**src/hw/rtl/pfi_pkg.sv**
```systemverilog
// Shared constants, state codes and character helpers for the printf format
// interpreter. No dependencies; pfi_dabble and the top level import this package.
`default_nettype none
package pfi_pkg;

  // Largest pad run is PAD_LIMIT-2 characters.
  localparam int PAD_LIMIT = 16;
  localparam int PAD_W     = $clog2(PAD_LIMIT);

  localparam int DEC_DIGITS = 10;
  localparam int HEX_DIGITS = 8;
  localparam int DIG_W      = 4 * DEC_DIGITS;

  localparam logic [7:0] CH_PCT   = 8'h25;  // '%'
  localparam logic [7:0] CH_MINUS = 8'h2d;  // '-'
  localparam logic [7:0] CH_ZERO  = 8'h30;  // '0'
  localparam logic [7:0] CH_NINE  = 8'h39;  // '9'
  localparam logic [7:0] CH_SPACE = 8'h20;  // ' '
  localparam logic [7:0] CH_C     = 8'h63;  // 'c'
  localparam logic [7:0] CH_D     = 8'h64;  // 'd'
  localparam logic [7:0] CH_I     = 8'h69;  // 'i'
  localparam logic [7:0] CH_U     = 8'h75;  // 'u'
  localparam logic [7:0] CH_X_LO  = 8'h78;  // 'x'
  localparam logic [7:0] CH_X_UP  = 8'h58;  // 'X'
  localparam logic [7:0] CH_P     = 8'h70;  // 'p'

  typedef enum logic [8:0] {
    S_IDLE   = 9'b000000001,
    S_CHAR   = 9'b000000010,
    S_ERR    = 9'b000000100,
    S_CONV   = 9'b000001000,
    S_NORM   = 9'b000010000,
    S_MINUS1 = 9'b000100000,
    S_PAD    = 9'b001000000,
    S_MINUS2 = 9'b010000000,
    S_DIGITS = 9'b100000000
  } pfi_state_t;

  function automatic logic [7:0] digit_char(input logic [3:0] d);
    logic [7:0] c;
    unique case (d)
      4'h0: c = 8'h30;  4'h1: c = 8'h31;  4'h2: c = 8'h32;  4'h3: c = 8'h33;
      4'h4: c = 8'h34;  4'h5: c = 8'h35;  4'h6: c = 8'h36;  4'h7: c = 8'h37;
      4'h8: c = 8'h38;  4'h9: c = 8'h39;  4'ha: c = 8'h61;  4'hb: c = 8'h62;
      4'hc: c = 8'h63;  4'hd: c = 8'h64;  4'he: c = 8'h65;  default: c = 8'h66;
    endcase
    return c;
  endfunction

  // "ERROR", one character per index.
  function automatic logic [7:0] err_char(input logic [2:0] idx);
    logic [7:0] c;
    unique case (idx)
      3'd0, 3'd3: c = 8'h45;  // 'E'
      3'd4:       c = 8'h52;  // 'R'
      3'd1, 3'd2: c = 8'h52;  // 'R'
      default:    c = 8'h4f;  // 'O'
    endcase
    if (idx == 3'd3) c = 8'h4f;
    return c;
  endfunction

endpackage
`default_nettype wire

```
**src/hw/rtl/pfi_if.sv**
```systemverilog
// Valid/ready channel interfaces for format items and output characters.
// Depends on nothing; used by the top level.
`default_nettype none
interface pfi_in_if;
  logic        valid;
  logic        ready;
  logic [7:0]  format_byte;
  logic [31:0] argument;

  modport source (output valid, output format_byte, output argument, input ready);
  modport sink   (input valid, input format_byte, input argument, output ready);
endinterface

interface pfi_out_if;
  logic       valid;
  logic       ready;
  logic [7:0] out_char;
  logic       last;

  modport source (output valid, output out_char, output last, input ready);
  modport sink   (input valid, input out_char, input last, output ready);
endinterface
`default_nettype wire

```
**src/hw/rtl/pfi_dabble.sv**
```systemverilog
// Bit-serial binary to BCD converter (shift and add three), one bit a cycle.
// Depends on pfi_pkg for the digit count.
`default_nettype none
module pfi_dabble
  import pfi_pkg::*;
(
  input  wire logic             clk,
  input  wire logic             rst_n,
  input  wire logic             start,
  input  wire logic [31:0]      value,
  output logic                  done,
  output logic [DIG_W-1:0]      bcd
);

  logic [31:0]      sh_r;
  logic [DIG_W-1:0] bcd_r;
  logic [DIG_W-1:0] adj;
  logic [4:0]       bit_cnt_r;
  logic             busy_r;
  logic             done_r;

  // Correct every digit of 5 or more before the shift.
  always_comb begin
    for (int i = 0; i < DEC_DIGITS; i++) begin
      adj[i*4 +: 4] = (bcd_r[i*4 +: 4] >= 4'd5) ? bcd_r[i*4 +: 4] + 4'd3 : bcd_r[i*4 +: 4];
    end
  end

  always_ff @(posedge clk) begin
    if (!rst_n) begin
      busy_r    <= 1'b0;
      done_r    <= 1'b0;
      bit_cnt_r <= '0;
    end else begin
      done_r <= 1'b0;
      if (start) begin
        busy_r    <= 1'b1;
        bit_cnt_r <= '0;
      end else if (busy_r) begin
        bit_cnt_r <= bit_cnt_r + 5'd1;
        if (bit_cnt_r == 5'd31) begin
          busy_r <= 1'b0;
          done_r <= 1'b1;
        end
      end
    end
  end

  always_ff @(posedge clk) begin
    if (start) begin
      sh_r  <= value;
      bcd_r <= '0;
    end else if (busy_r) begin
      sh_r  <= {sh_r[30:0], 1'b0};
      bcd_r <= {adj[DIG_W-2:0], sh_r[31]};
    end
  end

  assign done = done_r;
  assign bcd  = bcd_r;

endmodule
`default_nettype wire

```
**src/hw/rtl/printf_format_interpreter_unit.sv**
```systemverilog
// Top level of the printf format interpreter: spec parser, output sequencer
// and output register. Depends on pfi_pkg, pfi_if and pfi_dabble.
`default_nettype none
// One format byte is taken per item, only while the sequencer is idle. A byte
// outside a spec, '%%', 'c' and error bytes are accepted and then emit their
// characters. A byte that opens a spec or adds a width digit emits nothing and
// leaves the unit ready in the next cycle. Hex conversions strip leading
// zeros after the accept, then emit their characters one at a time.
// Decimal conversions add the serial BCD converter: it is started, shifts
// in the argument one bit at a time and is loaded back; then leading zeros
// are stripped and the characters are emitted one at a time.
// Characters leave through a single output register, so one character can
// wait for the sink while the next is formed; a stalled sink stalls the
// sequencer. The last character of any item that emits one carries last = 1.
module printf_format_interpreter_unit
  import pfi_pkg::*;
(
  input  wire logic  clk,
  input  wire logic  rst_n,
  pfi_in_if.sink     in_ch,
  pfi_out_if.source  out_ch
);

  pfi_state_t state_r, state_nxt;

  // Spec state kept between items.
  logic       in_spec_r, in_spec_nxt;
  logic [7:0] fw_r, fw_nxt;
  logic       zf_r, zf_nxt;

  // Work registers of the conversion in flight.
  logic [7:0]       wid_r, wid_nxt;
  logic             zfl_r, zfl_nxt;
  logic             neg_r, neg_nxt;
  logic [7:0]       char_r, char_nxt;
  logic [DIG_W-1:0] dig_r, dig_nxt;
  logic [3:0]       cnt_r, cnt_nxt;
  logic [PAD_W-1:0] pad_r, pad_nxt;
  logic             pad_ok_r, pad_ok_nxt;
  logic [2:0]       idx_r, idx_nxt;

  logic       out_valid_r, out_valid_nxt;
  logic [7:0] out_char_r, out_char_nxt;
  logic       out_last_r, out_last_nxt;

  logic             conv_start;
  logic [31:0]      conv_value;
  logic             conv_done;
  logic [DIG_W-1:0] conv_bcd;

  logic             accept;
  logic             emit_ok;
  logic [7:0]       b;
  logic [31:0]      arg;
  logic [11:0]      wsum;
  logic [9:0]       pad_s;
  logic             pad_fit;
  logic [3:0]       top_dig;

  pfi_dabble u_dabble (
    .clk   (clk),
    .rst_n (rst_n),
    .start (conv_start),
    .value (conv_value),
    .done  (conv_done),
    .bcd   (conv_bcd)
  );

  assign in_ch.ready = (state_r == S_IDLE);
  assign accept      = in_ch.valid && in_ch.ready;
  assign emit_ok     = !out_valid_r || out_ch.ready;
  assign b           = in_ch.format_byte;
  assign arg         = in_ch.argument;
  assign top_dig     = dig_r[DIG_W-1 -: 4];

  // Width accumulation, saturating at 255.
  assign wsum = ({4'd0, fw_r} * 12'd10) + {4'd0, b - CH_ZERO};

  // Pad count once the digit count is settled.
  assign pad_s   = {2'b00, wid_r} - {6'd0, cnt_r} - {9'd0, neg_r};
  assign pad_fit = !pad_s[9] && (pad_s != 10'd0) && (pad_s <= 10'(PAD_LIMIT - 2));

  // The converter is started from a registered argument.
  assign conv_value = {dig_r[DIG_W-1 -: 32]};

  always_comb begin
    state_nxt     = state_r;
    in_spec_nxt   = in_spec_r;
    fw_nxt        = fw_r;
    zf_nxt        = zf_r;
    wid_nxt       = wid_r;
    zfl_nxt       = zfl_r;
    neg_nxt       = neg_r;
    char_nxt      = char_r;
    dig_nxt       = dig_r;
    cnt_nxt       = cnt_r;
    pad_nxt       = pad_r;
    pad_ok_nxt    = pad_ok_r;
    idx_nxt       = idx_r;
    out_valid_nxt = out_valid_r && !out_ch.ready;
    out_char_nxt  = out_char_r;
    out_last_nxt  = out_last_r;
    conv_start    = 1'b0;

    unique case (state_r)
      S_IDLE: begin
        if (accept) begin
          if (!in_spec_r) begin
            if (b == CH_PCT) begin
              // Open a spec.
              in_spec_nxt = 1'b1;
              fw_nxt      = '0;
              zf_nxt      = 1'b0;
            end else begin
              char_nxt  = b;
              state_nxt = S_CHAR;
            end
          end else if (b >= CH_ZERO && b <= CH_NINE) begin
            if (b == CH_ZERO && fw_r == 8'd0) zf_nxt = 1'b1;
            fw_nxt = (wsum > 12'd255) ? 8'd255 : wsum[7:0];
          end else begin
            // Close the spec; keep width and fill for this conversion.
            in_spec_nxt = 1'b0;
            fw_nxt      = '0;
            zf_nxt      = 1'b0;
            wid_nxt     = fw_r;
            zfl_nxt     = zf_r;
            neg_nxt     = 1'b0;
            priority if (b == CH_C) begin
              char_nxt  = arg[7:0];
              state_nxt = S_CHAR;
            end else if (b == CH_PCT) begin
              char_nxt  = CH_PCT;
              state_nxt = S_CHAR;
            end else if (b == CH_D || b == CH_I) begin
              neg_nxt   = arg[31];
              dig_nxt   = {(arg[31] ? (32'd0 - arg) : arg), 8'd0};
              state_nxt = S_CONV;
            end else if (b == CH_U) begin
              dig_nxt   = {arg, 8'd0};
              state_nxt = S_CONV;
            end else if (b == CH_X_LO || b == CH_X_UP || b == CH_P) begin
              dig_nxt   = {arg, 8'd0};
              cnt_nxt   = 4'(HEX_DIGITS);
              state_nxt = S_NORM;
            end else begin
              idx_nxt   = '0;
              state_nxt = S_ERR;
            end
          end
        end
      end

      S_CHAR: begin
        if (emit_ok) begin
          out_valid_nxt = 1'b1;
          out_char_nxt  = char_r;
          out_last_nxt  = 1'b1;
          state_nxt     = S_IDLE;
        end
      end

      S_ERR: begin
        if (emit_ok) begin
          out_valid_nxt = 1'b1;
          out_char_nxt  = err_char(idx_r);
          out_last_nxt  = (idx_r == 3'd4);
          idx_nxt       = idx_r + 3'd1;
          if (idx_r == 3'd4) state_nxt = S_IDLE;
        end
      end

      S_CONV: begin
        // Kick the converter once (cnt_r marks the start), then wait.
        if (cnt_r != 4'hf) begin
          conv_start = 1'b1;
          cnt_nxt    = 4'hf;
        end else if (conv_done) begin
          dig_nxt   = conv_bcd;
          cnt_nxt   = 4'(DEC_DIGITS);
          state_nxt = S_NORM;
        end
      end

      S_NORM: begin
        // Drop leading zero digits, keep at least one.
        if (cnt_r > 4'd1 && top_dig == 4'd0) begin
          dig_nxt = {dig_r[DIG_W-5:0], 4'd0};
          cnt_nxt = cnt_r - 4'd1;
        end else begin
          pad_nxt    = pad_s[PAD_W-1:0];
          pad_ok_nxt = pad_fit;
          priority if (neg_r && zfl_r) state_nxt = S_MINUS1;
          else if (pad_fit)            state_nxt = S_PAD;
          else if (neg_r)              state_nxt = S_MINUS2;
          else                         state_nxt = S_DIGITS;
        end
      end

      S_MINUS1: begin
        if (emit_ok) begin
          out_valid_nxt = 1'b1;
          out_char_nxt  = CH_MINUS;
          out_last_nxt  = 1'b0;
          state_nxt     = pad_ok_r ? S_PAD : S_DIGITS;
        end
      end

      S_PAD: begin
        if (emit_ok) begin
          out_valid_nxt = 1'b1;
          out_char_nxt  = zfl_r ? CH_ZERO : CH_SPACE;
          out_last_nxt  = 1'b0;
          pad_nxt       = pad_r - PAD_W'(1);
          if (pad_r == PAD_W'(1)) state_nxt = (neg_r && !zfl_r) ? S_MINUS2 : S_DIGITS;
        end
      end

      S_MINUS2: begin
        if (emit_ok) begin
          out_valid_nxt = 1'b1;
          out_char_nxt  = CH_MINUS;
          out_last_nxt  = 1'b0;
          state_nxt     = S_DIGITS;
        end
      end

      S_DIGITS: begin
        // Emit the top digit and advance the digit shift register.
        if (emit_ok) begin
          out_valid_nxt = 1'b1;
          out_char_nxt  = digit_char(top_dig);
          out_last_nxt  = (cnt_r == 4'd1);
          dig_nxt       = {dig_r[DIG_W-5:0], 4'd0};
          cnt_nxt       = cnt_r - 4'd1;
          if (cnt_r == 4'd1) state_nxt = S_IDLE;
        end
      end

      default: state_nxt = S_IDLE;
    endcase
  end

  always_ff @(posedge clk) begin
    if (!rst_n) begin
      state_r     <= S_IDLE;
      in_spec_r   <= 1'b0;
      fw_r        <= '0;
      zf_r        <= 1'b0;
      out_valid_r <= 1'b0;
      cnt_r       <= '0;
    end else begin
      state_r     <= state_nxt;
      in_spec_r   <= in_spec_nxt;
      fw_r        <= fw_nxt;
      zf_r        <= zf_nxt;
      out_valid_r <= out_valid_nxt;
      // Clear the start mark on entry to the converter wait.
      cnt_r       <= (state_r == S_IDLE && state_nxt == S_CONV) ? 4'd0 : cnt_nxt;
    end
  end

  always_ff @(posedge clk) begin
    wid_r      <= wid_nxt;
    zfl_r      <= zfl_nxt;
    neg_r      <= neg_nxt;
    char_r     <= char_nxt;
    dig_r      <= dig_nxt;
    pad_r      <= pad_nxt;
    pad_ok_r   <= pad_ok_nxt;
    idx_r      <= idx_nxt;
    out_char_r <= out_char_nxt;
    out_last_r <= out_last_nxt;
  end

  assign out_ch.valid    = out_valid_r;
  assign out_ch.out_char = out_char_r;
  assign out_ch.last     = out_last_r;

endmodule
`default_nettype wire
```
**src/flat_wrapper.sv**
```systemverilog
// flat-port wrapper written by rule: the top's interface ports become plain ports
module printf_format_interpreter_unit_flat import pfi_pkg::*;
  (clk, rst_n, in_ch_valid, in_ch_format_byte, in_ch_argument, in_ch_ready, out_ch_valid, out_ch_out_char, out_ch_last, out_ch_ready);
  pfi_in_if in_ch_i ();
  pfi_out_if out_ch_i ();
  input  wire logic clk;
  input  wire logic rst_n;
  input wire logic [$bits(in_ch_i.valid)-1:0] in_ch_valid;
  input wire logic [$bits(in_ch_i.format_byte)-1:0] in_ch_format_byte;
  input wire logic [$bits(in_ch_i.argument)-1:0] in_ch_argument;
  output wire logic [$bits(in_ch_i.ready)-1:0] in_ch_ready;
  output wire logic [$bits(out_ch_i.valid)-1:0] out_ch_valid;
  output wire logic [$bits(out_ch_i.out_char)-1:0] out_ch_out_char;
  output wire logic [$bits(out_ch_i.last)-1:0] out_ch_last;
  input wire logic [$bits(out_ch_i.ready)-1:0] out_ch_ready;
  assign in_ch_i.valid = in_ch_valid;
  assign in_ch_i.format_byte = in_ch_format_byte;
  assign in_ch_i.argument = in_ch_argument;
  assign in_ch_ready = in_ch_i.ready;
  assign out_ch_valid = out_ch_i.valid;
  assign out_ch_out_char = out_ch_i.out_char;
  assign out_ch_last = out_ch_i.last;
  assign out_ch_i.ready = out_ch_ready;
  printf_format_interpreter_unit u_core (.clk(clk), .rst_n(rst_n), .in_ch(in_ch_i), .out_ch(out_ch_i));
endmodule
```
**config.mk**
```make
export PLATFORM = sky130hd
export DESIGN_NAME = printf_format_interpreter_unit_flat
export DESIGN_NICKNAME = d
export VERILOG_FILES = /design/src/hw/rtl/pfi_pkg.sv /design/src/hw/rtl/pfi_if.sv /design/src/hw/rtl/pfi_dabble.sv /design/src/hw/rtl/printf_format_interpreter_unit.sv /design/src/flat_wrapper.sv
export SDC_FILE = /design/constraint.sdc
export NUM_CORES = 1
export LEC_CHECK = 0
export BUFFER_PORTS_ARGS = -buffer_cell sky130_fd_sc_hd__buf_4
export CAP_MARGIN = 40
export CORE_MARGIN = 8
export CORE_UTILIZATION = 35
export CTS_BUF_LIST = sky130_fd_sc_hd__clkbuf_2
export DETAILED_ROUTE_END_ITERATION = 10
export GPL_TIMING_DRIVEN = 0
export PLACE_DENSITY = 0.56
export SYNTH_ARGS = -nofsm -noshare
export SYNTH_HDL_FRONTEND = slang
export SYNTH_HIERARCHICAL = 1
export SYNTH_SLANG_ARGS = --single-unit
```
**constraint.sdc**
```tcl
create_clock -name clk -period 10.4 [get_ports clk]
set_input_delay 1.04 -clock clk [delete_from_list [all_inputs] [get_ports clk]]
set_output_delay 1.04 -clock clk [all_outputs]
set_load 0.05 [all_outputs]
```
# Yosys cells after proc, flatten, opt, wreduce, memory -nomap -nowiden
# Memories as Yosys holds them, arrays and structs flattened. A register that Yosys moved wholly into a read port is not among the register bits.
# Cells that the tools add are included.
[word_totals]
ff_bits = 178
mem_bits_ro = 96
wordCells = 282
memories = 1
[op_classes]
n_addsub = 19
mul = 1
order_cmp = 15
eq_ne = 52
mux = 118
n_bitwise = 5
n_reduce_logical = 50
[mem_list]
columns = ["memory", "depth", "word_bits", "read_ports", "rd_ports_with_merged_regs", "wr", "line_no", "text"]
rows = [
  ["(no name shown)", 16, 6, 1, 1, 0, "pfi_pkg.sv:41", "unique case (d)"],
]
[ops]
columns = ["cell", "count"]
rows = [
  ["40-bit 2-to-1 mux", 12],
  ["9-bit 2-to-1 mux", 25],
  ["40-bit one-hot mux with 4 select lines", 1],
  ["8-bit 2-to-1 mux", 14],
  ["32-bit 2-to-1 mux", 3],
  ["4-bit 2-to-1 mux", 24],
  ["9-bit one-hot mux with 9 select lines", 1],
  ["8-bit by 7-bit equality test with 1-bit output, second input constant", 7],
  ["4-bit by 3-bit >= comparator with 1-bit output, second input constant", 10],
  ["8-bit one-hot mux with 5 select lines", 1],
  ["4-bit by 2-bit adder with 4-bit output, second input constant", 9],
  ["1-bit by 32-bit subtractor with 32-bit output, first input constant", 1],
  ["3-bit 2-to-1 mux", 10],
  ["2-bit inequality test, second input constant", 13],
  ["1-bit 2-to-1 mux", 19],
  ["9-bit by 4-bit equality test with 1-bit output, second input constant", 2],
  ["8-bit by 6-bit equality test with 1-bit output, second input constant", 2],
  ["2-bit by 1-bit inequality test with 1-bit output, second input constant", 8],
  ["4-bit one-hot mux with 4 select lines", 1],
  ["5-bit 2-to-1 mux", 3],
  ["12-bit by 8-bit adder with 12-bit output", 1],
  ["12-bit by 8-bit > comparator with 1-bit output, second input constant", 1],
  ["12-bit AND reduction", 1],
  ["3-bit OR reduction", 4],
  ["other kinds (52)", 87],
]

# Depth between registers and ports, before layout
# Gate-level depths: netlist of run 1.
[depth]
depth_word = 15
mapped_depth = 14
depth_no_buf = 14

# Cells and area by module
# Netlist of run 1, hierarchy kept.
[modules_own_cells]
columns = ["mod", "instances", "cells_per_inst", "area_per_inst_um2"]
rows = [
  ["printf_format_interpreter_unit", 1, 730, 6993.0],
  ["pfi_dabble", 1, 396, 4070.2],
]

# Worst setup path before layout of run 1
# Ideal clock, no wire load.
[synth_path]
path_kind = "register to register"
from = "register u_core.state_r[7]"
to = "register (tool-made name)"
t_arrival_ns = 3.873
setup_slack_ns = 6.403
path_stages_with_launch = 14
path_cell_list = "dfxtp_1 -> buf_4 -> or4_4 -> nor4b_2 -> and3_1 -> o22a_1 -> and3_1 -> buf_6 -> mux2i_4 -> inv_1 -> ha_1 -> and2_1 -> o21ai_1 -> o21ai_1"
[synth_rtl]
columns = ["element", "line_no", "text"]
rows = [
  ["start: declaration", "printf_format_interpreter_unit.sv:24", "pfi_state_t state_r, state_nxt;"],
  ["start signal: assignment", "printf_format_interpreter_unit.sv:253", "state_r <= state_nxt;"],
]

# Final worst setup path of run 1
[layout_path]
from = "register u_core.state_r[7]"
to = "register u_core.u_dabble.sh_r[27], enable pin"
[layout_via]
elab_chain_cells = 3
[layout_lines]
columns = ["element", "line_no", "text"]
rows = [
  ["9-bit by 4-bit equality test with 1-bit output", "printf_format_interpreter_unit.sv:105", "unique case (state_r)"],
  ["1-bit 2-to-1 mux", "printf_format_interpreter_unit.sv:105", ""],
  ["named net u_core.conv_start", "printf_format_interpreter_unit.sv:46", "logic conv_start;"],
  ["2-bit nonzero test (no source line)", "-", ""],
  ["end signal: assignment", "pfi_dabble.sv:51", "sh_r <= value;"],
  ["end signal: assignment", "pfi_dabble.sv:54", "sh_r <= {sh_r[30:0], 1'b0};"],
  ["end: declaration", "pfi_dabble.sv:15", "logic [31:0] sh_r;"],
]
# The timed path passes the listed nets, and every way through them passes these cells.
# A chain may end at the register's enable or synchronous reset.

==> results by group, run 1 <==
Routing
  • Wire length on met2: 14,000 µm
  • Total Routed Length: a little over 30,000 µm
  • Routed wl met3: ~1900 µm
  • Max Used Layer: met4
  • Via density per instance: about 5.5
  • Drt drc: 0
  • DR pass1 iterations: 8
  • Via Count: a little under 9,000
  • Post-DRT Antenna Nets: 0
  • Initial drt markers: 825
  • M1 WL: approximately 14,000 µm
  • Avg WL per Cell: about 19 µm

CTS
  • Clock slew at reported path FFs: about 0.29 ns
  • Clock Latency Late Sink: roughly 0.8 ns
  • CTS buffer count: 17
  • Sink Count: 184
  • Post-CTS Setup Repair Bufs: 0
  • Post_cts resized: 0
  • Maximum clock insertion buffer count: 2
  • Clock Tree Root: clkbuf_2
  • Hold Buf Count CTS: 0
  • TritonCTS clock tree: built
  • Htree depth: 4

Setup path
  • CP max stage delay: ~0.67 ns
  • Worst setup SP type: flip-flop
  • CP Class: reg -> reg
  • Buf/Inv on CP: 4
  • Critical path's slowest cell: or2_2
  • Worst Path Max Fanout: 32
  • CP arrival: roughly 4.5 ns
  • CP Capture Type: flip-flop
  • Crit-path cells: buf_4 > or4_4 > or4_1 > buf_2 > nor2_1 > buf_2 > buf_4 > or2_2
  • CP top delay family: simple AND/OR/NAND/NOR gates
  • CP Data Required Time: ~11 ns

Logic synthesis
  • Mux cell area share after synthesis: 0.0433
  • Compound-Gate Fraction of Synth Area: 0.200
  • Synth warn: 6
  • Post-synthesis cell type count: 86
  • Cell Area, Synth: 0.0111 mm²
  • Avg Inst Size Synth: around 9.8 µm²
  • Adder-cell share of the synthesized area: 0.0767
  • Syn Inst Count: between 1,000 and 1,500
  • Async set-reset flop share out of synthesis: 0
  • Syn nets: ~1,200
  • Sequential cell area fraction in the yosys report: 0.430
  • XOR/XNOR Fraction of Synth Area: 0.0420
  • Post-Synth Simple-Gate Area: 0.159
  • Number of synthesized flops with an enable pin: around 110
  • Main synth FF type: edfxtp_1
  • Dominant combinational cell family by area after synthesis: compound AO/OA/AOI/OAI gates
  • #FFs+latches synth: 184

Layout
  • Area Growth Syn to Fin: 10.7%
  • # fillers: slightly above 3,000
  • Layout cells sized above 1: 0.151
  • Post-route cell area: 0.0122 mm²
  • Final-stage net count: about 1,300

STA
  • Fmax: 0.247 GHz
  • RSZ-0062 raised after global routing: false
  • Final WS setup: around 6.4 ns
  • Total negative slack: 0 ns
  • Clk_skew: 0.0497 ns
  • Min cycle time layout: between 4 and 5 ns
  • Max-slew headroom: 0.384
  • Count of pins over their slew limit: 0
  • Final setup viols: 0
  • Fin crit share: 0.389
  • Final Hold Fails: 0
  • Worst-Margin Slew: just over 0.9 ns

Place
  • Hpwl dp: 23,100 µm
  • Post-Place Worst Slack: approximately 6 ns
  • Gpl congestion: 0.875
  • Input/output buffers: 54
  • Dpl cell area: 0.0120 mm²

Power
  • Reg power frac: 0.627
  • Switching portion of total power: 0.269
  • Net Sw Power: ~330 µW
  • P per Cell Area: just over 100 mW/mm²
  • Combinational power share: 0.069
  • Internal power: roughly 900 µW
  • Clk pwr share: 0.304
  • Leakage power: roughly 0.0045 µW
  • Max rail drop VDD: about 0.000059 V

Floorplanning
  • Core area: 0.0313 mm²
  • Die Height: 194 µm
  • Die area: 0.0376 mm²
  • FP Rows: between 60 and 70
  • I/O Pins: 55
  • Die width: roughly 190 µm
  • Initial Util: 0.353

Status
  • Outcome: completed

GRT
  • First-pass GRT wire length: 48,600 µm
  • Largest net degree at the start of global routing: 45
  • Vias in the first global route: ~8,600
  • Total gr overflow: 0
  • All-Layer GR Usage: 0.162
  • Initial antenna violation count: 1

Hold path
  • Hold crit path type: reg -> reg

Run
  • Max Cap Viol: 0
## cells by family (layout without fill, tap and decap cells)
group	after synthesis	count (layout)
AND/OR/NAND/NOR	324	324
AO/OA/AOI/OAI	327	327
flip-flops	184	184
adder cells (fa/ha/maj)	66	66
XOR/XNOR	53	53
buffers and inverters	130	219
multiplexers	42	42
other	0	1
## cells in the mapped netlist (9+ instances only)
cell	number	area [µm²]
o21ai_0	87	435
ha_1	63	788
nor3_1	26	130
nand2_1	66	248
xnor2_1	18	158
edfxtp_1	107	3210
o31ai_1	12	90.1
buf_2	14	70.1
or3_1	18	113
nor2b_1	13	81.3
clkbuf_1	25	93.8
mux2_2	31	349
nand2b_1	10	62.6
inv_1	77	289
and2_1	13	81.3
nor2_1	68	255
and3_1	9	56.3
nand4_1	15	93.8
nand3_1	24	120
a21oi_1	67	335
nor3b_1	10	75.1
a221o_1	10	100
a22oi_1	32	240
o21ai_1	17	85.1
dfxtp_1	77	1540
xor2_1	35	307
## layout by cell type (no fill, tap or decap), types with 9 or more instances in the layout
cell	count
mux2_2	31
edfxtp_1	107
nand3_1	24
clkbuf_1	25
nand2b_1	10
xnor2_1	18
nor2_1	68
nor3b_1	10
buf_4	64
clkbuf_2	17
dfxtp_1	77
nand4_1	15
xor2_1	35
inv_1	77
nand2_1	66
ha_1	63
nor3_1	26
and2_1	13
o21ai_0	87
nor2b_1	13
o21ai_1	17
a221o_1	10
a22oi_1	32
and3_1	9
buf_2	14
o31ai_1	12
a21oi_1	67
or3_1	18
## worst reg2reg max path, cell delays in order (launching register included)
cell and delay, ns:
dfxtp_1 0.37, buf_4 0.15, or4_4 0.58, or4_1 0.48, buf_2 0.18, nor2_1 0.56
buf_2 0.42, buf_4 0.26, or2_2 0.67
## power groups by stage
stage / Clock (µW) / Combinational [µW] / Sequential [µW]
6_report: 377 / 85.7 / 776
5_1_grt: 423 / 93.7 / 777
4_1_cts: 394 / 86.1 / 776
3_5_place_dp: 0 / 85.9 / 790
3_3_place_gp: 0 / 83.6 / 790
2_1_floorplan: 0 / 42.3 / 792
## through the flow
step / util / hold WS (ns) / instances / power, µW
after floorplan: - / 0.409 / 1126 / 835
after global placement: 0.382 / 0.420 / 1582 / 874
after detailed placement: 0.383 / 0.439 / 1585 / 876
after CTS: 0.391 / 0.452 / 1617 / 1260
after global routing: 0.391 / 0.450 / 1618 / 1290
final: 0.391 / 0.510 / 1618 / 1240
## state kept, by name, summed over array words and instances (netlist names), 3 cells and up, named ones only
name and flops:
u_core/dig_r 40, u_core/u_dabble/bcd 40, u_core/u_dabble/sh_r 32, u_core/state_r 9, u_core/char_r 8, u_core/fw_r 8
u_core/out_ch.out_char 8, u_core/wid_r 8, u_core/u_dabble/bit_cnt_r 5, u_core/cnt_r 4, u_core/pad_r 4, u_core/idx_r 3
## area by class of cell
type | count | area, µm² | share of cell area
clock buffer | 17 | 85.1 | 0.00695
clock inverter | 15 | 160 | 0.0131
antenna | 1 | 2.50 | 0.000204
tap | 402 | 503 | 0.0411
sequential | 184 | 4750 | 0.388
buffer | 51 | 246 | 0.0201
multi-input combinational | 812 | 5770 | 0.471
timing repair buffer | 57 | 432 | 0.0353
inverter | 79 | 297 | 0.0242
## final timing paths
path	start	to	slack, ns	depth (start not counted)
setup / recovery	u_core/state_r[7]	u_core/u_dabble/sh_r[27]	6.35	8
hold / removal	u_core/zf_r	u_core/zfl_r	0.51	0
setup reg to reg	u_core/state_r[7]	u_core/u_dabble/sh_r[27]	6.35	8
hold reg to reg	u_core/zf_r	u_core/zfl_r	0.51	0
## metal layers
metal  vias to the layer above  track usage
li1                       4365            -
met5                         -            0
met1                      4273        0.217
met4                         0       0.0556
met2                       271        0.259
met3                        40       0.0276
(Power assumes the default switching activity.)
==> run 2: changes to the inputs <==
Clock period 10.4 ns to 3.9 ns, I/O delays scaled along.
==> results by group, run 2 (synthesized netlist as in run 1, its figures left out) <==
Place
  • Hpwl dp: 23,200 µm (+0.65%)
  • Post-Place Worst Slack: -0.188 ns (-6.09 ns)
  • Input/output buffers: 54 (unchanged)
  • Gpl congestion: 0.866 (-1.1%)

STA
  • Count of pins over their slew limit: 0 (unchanged)
  • Fin crit share: 0.962 (+0.573)
  • Total negative slack: 0 ns (unchanged)
  • Final WS setup: 0.149 ns (-6.20 ns)
  • RSZ-0062 raised after global routing: false
  • Min cycle time layout: 3.75 ns (-0.298 ns)
  • Final setup viols: 0 (unchanged)
  • Final Hold Fails: 0 (unchanged)
  • Worst-Margin Slew: 0.842 ns (-0.0695 ns)
  • Max-slew headroom: 0.431 (+0.0470)
  • Clk_skew: 0.0736 ns (+0.0239 ns)
  • Fmax: 0.267 GHz (+7.9%)

CTS
  • Clock Latency Late Sink: 0.82 ns (+0.02 ns)
  • Sink Count: 184 (unchanged)
  • Clock slew at reported path FFs: 0.31 ns (+0.02 ns)
  • Htree depth: 4 (unchanged)
  • Maximum clock insertion buffer count: 2 (unchanged)
  • CTS buffer count: 17 (unchanged)
  • Clock Tree Root: clkbuf_2
  • TritonCTS clock tree: built

Layout
  • Layout cells sized above 1: 0.148 (-0.00238)
  • Most common cell after layout, fill and taps aside: edfxtp_1
  • Multi-input gate area: 0.00578 mm² (+0.24%)
  • FF/Latch Area: 0.00475 mm² (unchanged)
  • Most frequent cells in the layout: edfxtp_1 (107), o21ai_0 (87), inv_1 (77), dfxtp_1 (77)
  • # fillers: 3,083 (-0.80%)
  • Area Growth Syn to Fin: 13.5%
  • Final-stage net count: 1,345 (+2.5%)

Setup path
  • CP Data Required Time: 4.61 ns (-6.24 ns)
  • Crit-path cells: buf_4 > or4_4 > or4_1 > buf_2 > nand2_2 > o22a_1 > and3_1 > buf_8 > mux2i_1 > inv_1 > ha_1 > and2_1 > o21ai_1 > o21ai_1
  • Critical path's slowest cell: or4_4
  • CP top delay family: simple AND/OR/NAND/NOR gates
  • CP Capture Type: flip-flop
  • Worst Path Max Fanout: 44 (+38%)
  • CP max stage delay: 0.59 ns (-0.08 ns)
  • WP depth: 14 (+6)
  • Crit path top cell by count: o21ai_1
  • Buf/Inv on CP: 4 (unchanged)
  • Worst setup SP type: flip-flop
  • FF-to-FF path depth: 14 (+6)
  • CP arrival: 4.46 ns (-0.04 ns)
  • CP Class: reg -> reg

Power
  • P per Cell Area: 261 mW/mm² (+160%)
  • Max rail drop VDD: 0.000140 V (+140%)
  • Leakage power: 0.00468 µW (+3.2%)

Routing
  • Initial drt markers: 759 (-8.0%)
  • DR pass1 iterations: 6 (-2)
  • Via density per instance: 5.54 (+0.24%)
  • Drt drc: 0 (unchanged)
  • Total Routed Length: 31,100 µm (+1.9%)
  • Avg WL per Cell: 18.9 µm (-0.12%)
  • Via Count: 9,153 (+2.3%)
  • Post-DRT Antenna Nets: 0 (unchanged)

Floorplanning
  • Initial Util: 0.353 (unchanged)
  • I/O Pins: 55 (unchanged)
  • FP Rows: 65 (unchanged)
  • Die width: 194 µm (unchanged)
  • Die area: 0.0376 mm² (unchanged)
  • Core area: 0.0313 mm² (unchanged)
  • Die Height: 194 µm (unchanged)

GRT
  • M1 GR Usage: 0.214 (-0.00305)
  • Initial antenna violation count: 1 (unchanged)
  • All-Layer GR Usage: 0.163 (+0.00151)
  • Met3 Use GR: 0.0241 (-0.00347)
  • GR peak layer: met2
  • First-pass GRT wire length: 49,300 µm (+1.4%)
  • Total gr overflow: 0 (unchanged)
  • Met2 GRT Util: 0.269 (+0.00972)
  • Vias in the first global route: 8,832 (+2.5%)
  • Largest net degree at the start of global routing: 45 (unchanged)

Status
  • Outcome: completed

Hold path
  • Hold path depth: 3 (+3)
  • Hold crit path type: in -> reg

Run
  • Max Cap Viol: 0 (unchanged)
## run 2: what timing repair did
action	4_1_cts	5_1_grt
cloned	0	0
setup buffers	0	0
hold endpoints to repair	41	2
gates resized for setup	1	3
hold buffers	31	2
setup endpoints to repair	32	33
## run 2: worst register-to-register path: stages, from the launching register on
cell,delay (ns)
dfxtp_1,0.37
buf_4,0.15
or4_4,0.59
or4_1,0.47
buf_2,0.18
nand2_2,0.14
o22a_1,0.19
and3_1,0.19
buf_8,0.34
mux2i_1,0.46
inv_1,0.08
ha_1,0.17
and2_1,0.13
o21ai_1,0.11
o21ai_1,0.08
## run 2: worst paths after layout
check | start | endpoint | slack [ns]
worst max register to register | u_core/state_r[7] | flip-flop | 0.15
worst max-delay path | u_core/state_r[7] | flip-flop | 0.15
worst min register to register | u_core/zf_r | u_core/zfl_r | 0.48
worst min-delay path | in_ch_argument[22] | u_core/dig_r[30] | 0.09
## run 2: routing by layer
layer / share of wire / vias up
met5: 0 / -
met3: 0.053 / 55
li1: - / 4430
met4: 0.025 / 0
met2: 0.47 / 268
met1: 0.45 / 4400
## run 2: report_power, final
part | internal [µW] | switching (µW)
Sequential | 2060 | 8.52
Combinational | 112 | 147
Clock | 206 | 750
Total | 2380 | 905
## run 2: area by class of cell
| type | count | area share |
|---|---|---|
| Inverter | 79 | 0.0236 |
| Sequential cell | 184 | 0.379 |
| Multi-Input combinational cell | 812 | 0.460 |
| Clock buffer | 18 | 0.00717 |
| Clock inverter | 14 | 0.0105 |
| Antenna cell | 1 | 0.000199 |
| Tap cell | 402 | 0.0400 |
| Buffer | 51 | 0.0199 |
| Timing Repair Buffer | 90 | 0.0600 |
## run 2: per-stage QoR
stage | total power, µW | util | cells | cell area (µm²) | hold slack, ns
final | 3280 | 0.401 | 1651 | 12600 | 0.0946
after global routing | 3420 | 0.401 | 1651 | 12600 | 0.00854
after CTS | 3320 | 0.400 | 1648 | 12500 | 0.00410
after detailed placement | 2340 | 0.383 | 1585 | 12000 | 0.425
after global placement | 2330 | 0.383 | 1582 | 12000 | 0.422
after floorplan | 2230 | - | 1126 | 11100 | 0.409
